**src/rtl/core/slt_pkg.sv**
```systemverilog
`timescale 1ns / 1ps
// ----------------------------------------------------------------------------
// slt_pkg
// Shared types and constants for the shared/exclusive lock table.
// ----------------------------------------------------------------------------
package slt_pkg;

  // Table sizes; both must be powers of two.
  localparam int ITEM_COUNT = 1024;
  localparam int TX_COUNT   = 256;

  localparam int OP_W   = 1;
  localparam int TID_W  = 8;
  localparam int ITEM_W = 10;
  localparam int VERD_W = 2;

  localparam int IT_AW     = $clog2(ITEM_COUNT);
  localparam int TX_AW     = $clog2(TX_COUNT);
  localparam int CLR_COUNT = (ITEM_COUNT > TX_COUNT) ? ITEM_COUNT : TX_COUNT;
  localparam int CLR_AW    = $clog2(CLR_COUNT);

  localparam logic OP_SHARED    = 1'b0;
  localparam logic OP_EXCLUSIVE = 1'b1;

  typedef enum logic [VERD_W-1:0] {
    VERDICT_GRANTED = 2'd0,
    VERDICT_DENIED  = 2'd1,
    VERDICT_IGNORED = 2'd2
  } verdict_e;

  typedef struct packed {
    logic held;
    logic excl;
    logic shared;
  } item_flags_t;

  typedef struct packed {
    item_flags_t       flags;
    logic [TID_W-1:0]  owner;
  } entry_t;

  typedef struct packed {
    verdict_e    verdict;
    logic        flags_we;
    logic        owner_we;
    item_flags_t flags;
    logic        block;
  } decision_t;

endpackage

```
**src/rtl/core/slt_decide.sv**
```systemverilog
`timescale 1ns / 1ps
// ----------------------------------------------------------------------------
// slt_decide
// Lock decision for one request from the entry read out of the tables.
// ----------------------------------------------------------------------------
module slt_decide (
  input  logic                      opcode,
  input  logic [slt_pkg::TID_W-1:0] tid,
  input  slt_pkg::entry_t           entry,
  input  logic                      blocked,
  output slt_pkg::decision_t        dec
);
  import slt_pkg::*;

  logic own;

  assign own = (entry.owner == tid);

  always_comb begin
    dec          = '0;
    dec.verdict  = VERDICT_GRANTED;
    dec.flags    = entry.flags;
    if (blocked) begin
      dec.verdict = VERDICT_IGNORED;
    end else if (opcode == OP_EXCLUSIVE) begin
      if (!entry.flags.held) begin
        dec.flags.held = 1'b1;
        dec.flags.excl = 1'b1;
        dec.flags_we   = 1'b1;
        dec.owner_we   = 1'b1;
      end else if (entry.flags.shared || !own) begin
        dec.block   = 1'b1;
        dec.verdict = VERDICT_DENIED;
      end else begin
        dec.flags.excl = 1'b1;
        dec.flags_we   = 1'b1;
      end
    end else begin
      if (entry.flags.excl) begin
        if (!own) begin
          dec.block   = 1'b1;
          dec.verdict = VERDICT_DENIED;
        end
      end else if (!entry.flags.held) begin
        dec.flags.held = 1'b1;
        dec.flags_we   = 1'b1;
        dec.owner_we   = 1'b1;
      end else if (!own) begin
        dec.flags.shared = 1'b1;
        dec.flags_we     = 1'b1;
      end
    end
  end

endmodule

```
**config.mk**
```make
export PLATFORM = sky130hd
export DESIGN_NAME = slt_decide
export DESIGN_NICKNAME = d
export VERILOG_FILES = /design/src/rtl/core/slt_pkg.sv /design/src/rtl/core/slt_decide.sv
export SDC_FILE = /design/constraint.sdc
export NUM_CORES = 1
export LEC_CHECK = 0
export ABC_AREA = 1
export BUFFER_PORTS_ARGS = -buffer_cell sky130_fd_sc_hd__buf_2
export CAP_MARGIN = 0
export CORE_AREA = 2 2 39 41
export DETAILED_ROUTE_END_ITERATION = 12
export DIE_AREA = 0 0 41 43
export PLACE_DENSITY = 0.59
export SETUP_SLACK_MARGIN = 0.2
export SYNTH_ARGS = -nofsm -noshare
export SYNTH_HDL_FRONTEND = slang
export SYNTH_SLANG_ARGS = --single-unit
```
**constraint.sdc**
```tcl
create_clock -name vclk -period 1.55
set_clock_uncertainty 0.1 [all_clocks]
set_input_delay 0.2325 -clock vclk [all_inputs]
set_output_delay 0.2325 -clock vclk [all_outputs]
set_load 0.005 [all_outputs]
```
==> metrics.yaml <==
setup_path:
  crit_arrival_ns: 1.08
  crit_type: "input port to primary output"
  critPathLaunchType: "input port"
  crit_path_max_fanout: 3
  startpoint: "entry[2]"
  worstPathRequired_ns: 1.22
  worstSetupEndpointType: "primary output"
routing:
  drc_errors: 0
  wl_um: 730
  firstDrtPassIters: 4
  via_per_inst: 3.902
  ant_nets: 0
  drtIter0Drc: 8
  wl_per_cell_um: 7.935
  vias: 359
yosys:
  yosysMostFrequentCell: "nand2_1"
  synth_cell_types: 13
  syn_avg_cell_area_um2: 5.081
  synth_fp_nets: 70
  synth.largest_area_cell: "nand2_1"
  synth.yosys.seq_area_share_pct: 0
  yosys_warnings: 0
  synth_commonest_cells: "nand2_1 (18), inv_1 (10), xnor2_1 (5)"
  netlist_area_um2: 249.0
  syn_inst: 49
  yosysTopAreaCellShare_pct: 27.14
  synthTopCellsByArea: "nand2_1 (27%), xnor2_1 (18%), inv_1 (15%)"
global_routing:
  grt_pass1_wl_mm: 1.062
  grt_overflow: 0
  grt_max_degree: 7
  track_usage_pct: 7.900
  grt_pass1_vias: 300
  antenna_found_initial: 0
run:
  cap_violations: 0
clocking:
  cts_hold_buffers: 0
  postCtsSetupRepairBufs: 0
power:
  vdd_drop_max_mv: 0.08513
  pwr_density_cell_nw_per_um2: 255.2
  leakage_nw: 0.2953
  finalPower_mw: 0.1287
floorplan:
  io_pins: 29
  die_h_um: 43
  core_area_um2: 1384
  dieArea_um2: 1763
  rows: 14
  start_util_pct: 17.99
  die_w_um: 41
timing:
  finalHoldViolations: 0
  post-route-period-util_pct: 91.44
  clock.fmax_mhz: 705.6
  setup_slack_ns: 0.1327
  finalSetupViolations: 0
  tightestPinTransition_ns: 0.1870
  finalMaxSlewViolations: 0
  fin_crit_ns: 1.417
  tns_ns: 0
  rsz0062_at_grt: "yes"
  whs_ns: 0.6273
  relSlewSlack_pct: 87.44
final_layout:
  regArea_um2: 0
  areaGrowthSynthToFinish_pct: 102.5
  seq_cells: 0
  num_antenna_cells: 0
  nClkBuffers: 0
  finalNetCount: 99
  nFillCells: 160
  fin_util_pct: 36.44
  drive_above_1_share_pct: 57.89
outcome:
  status: "finished, final reports clean"
hold_path:
  min-delay-start: "blocked"
  holdPathStages: 2
  hold_path.class: "input port to primary output"
  hold_end: "dec[7]"
place:
  place.gp.congestion: 0.6550
  dp_slack_ns: 0.1116
  hpwl_um: 570.7
  portBuffers: 29
-- what timing repair did --
action / 4_1_cts / 5_1_grt
resized for setup: 7 / 12
gates cloned: 0 / 0
endpoints found under the setup margin: 5 / 6
pin swaps: 5 / 6
-- critical path: stages --
cell     delay, ns
buf_6         0.09
xnor2_2       0.15
nand2_2       0.08
nor2_4        0.13
nand3_2       0.10
nand3_2       0.10
nand3_2       0.07
inv_2         0.05
buf_6         0.08
-- power by group --
group | total, mW | leakage [nW] | internal, mW | switching (mW)
logic | 0.129 | 0.295 | 0.0718 | 0.0569
registers | 0 | 0 | 0 | 0
clock network | 0 | 0 | 0 | 0
-- worst max path at each step --
| stage | to | slack [ns] |
|---|---|---|
| after CTS | dec[1] | 0.13 |
| after global placement | dec[1] | 0.12 |
| after detailed placement | dec[1] | 0.11 |
| final | dec[5] | 0.13 |
| after floorplan | dec[6] | 0.27 |
| after global routing | dec[5] | 0.05 |
-- kinds of logic after synthesis --
family / count (synthesis) / synth area share (%)
XOR/XNOR: 5 / 17.59
AND/OR/NAND/NOR: 30 / 55.78
AO/OA/AOI/OAI: 2 / 5.526
buffers and inverters: 12 / 21.11
-- layout by cell type, fill, tap and decap left out --
cell / n
nand4_1: 1
inv_2: 1
or2_2: 1
a31o_1: 1
nor3_1: 2
xnor2_2: 5
inv_1: 9
buf_6: 7
buf_2: 22
a21oi_2: 1
nor2_4: 2
nand2_1: 16
nor2_1: 3
nand3_2: 3
nand2_2: 2
-- metrics by stage --
stage / cells / cell area [um2]
floorplan: 49 / 249.0
global placement: 92 / 399.1
detailed placement: 92 / 399.1
CTS: 92 / 444.2
global route: 92 / 504.2
finish: 92 / 504.2
-- layer usage --
| metal | vias to the layer above | track usage [%] | share of wire [%] |
|---|---|---|---|
| li1 | 200 | - | - |
| met1 | 145 | 10.48 | 42 |
| met4 | 0 | 0 | 0 |
| met2 | 14 | 14.37 | 51 |
| met5 | - | 0 | 0 |
| met3 | 0 | 0 | 7.3 |
-- area by class of cell --
| class | count | area, um2 | share of cell area (%) |
|---|---|---|---|
| Inverter | 10 | 37.54 | 7.444 |
| Multi-Input combinational cell | 37 | 257.7 | 51.12 |
| Tap cell | 16 | 20.02 | 3.970 |
| Timing Repair Buffer | 29 | 188.9 | 37.47 |
No activity file was read; power rests on OpenSTA's default activity.
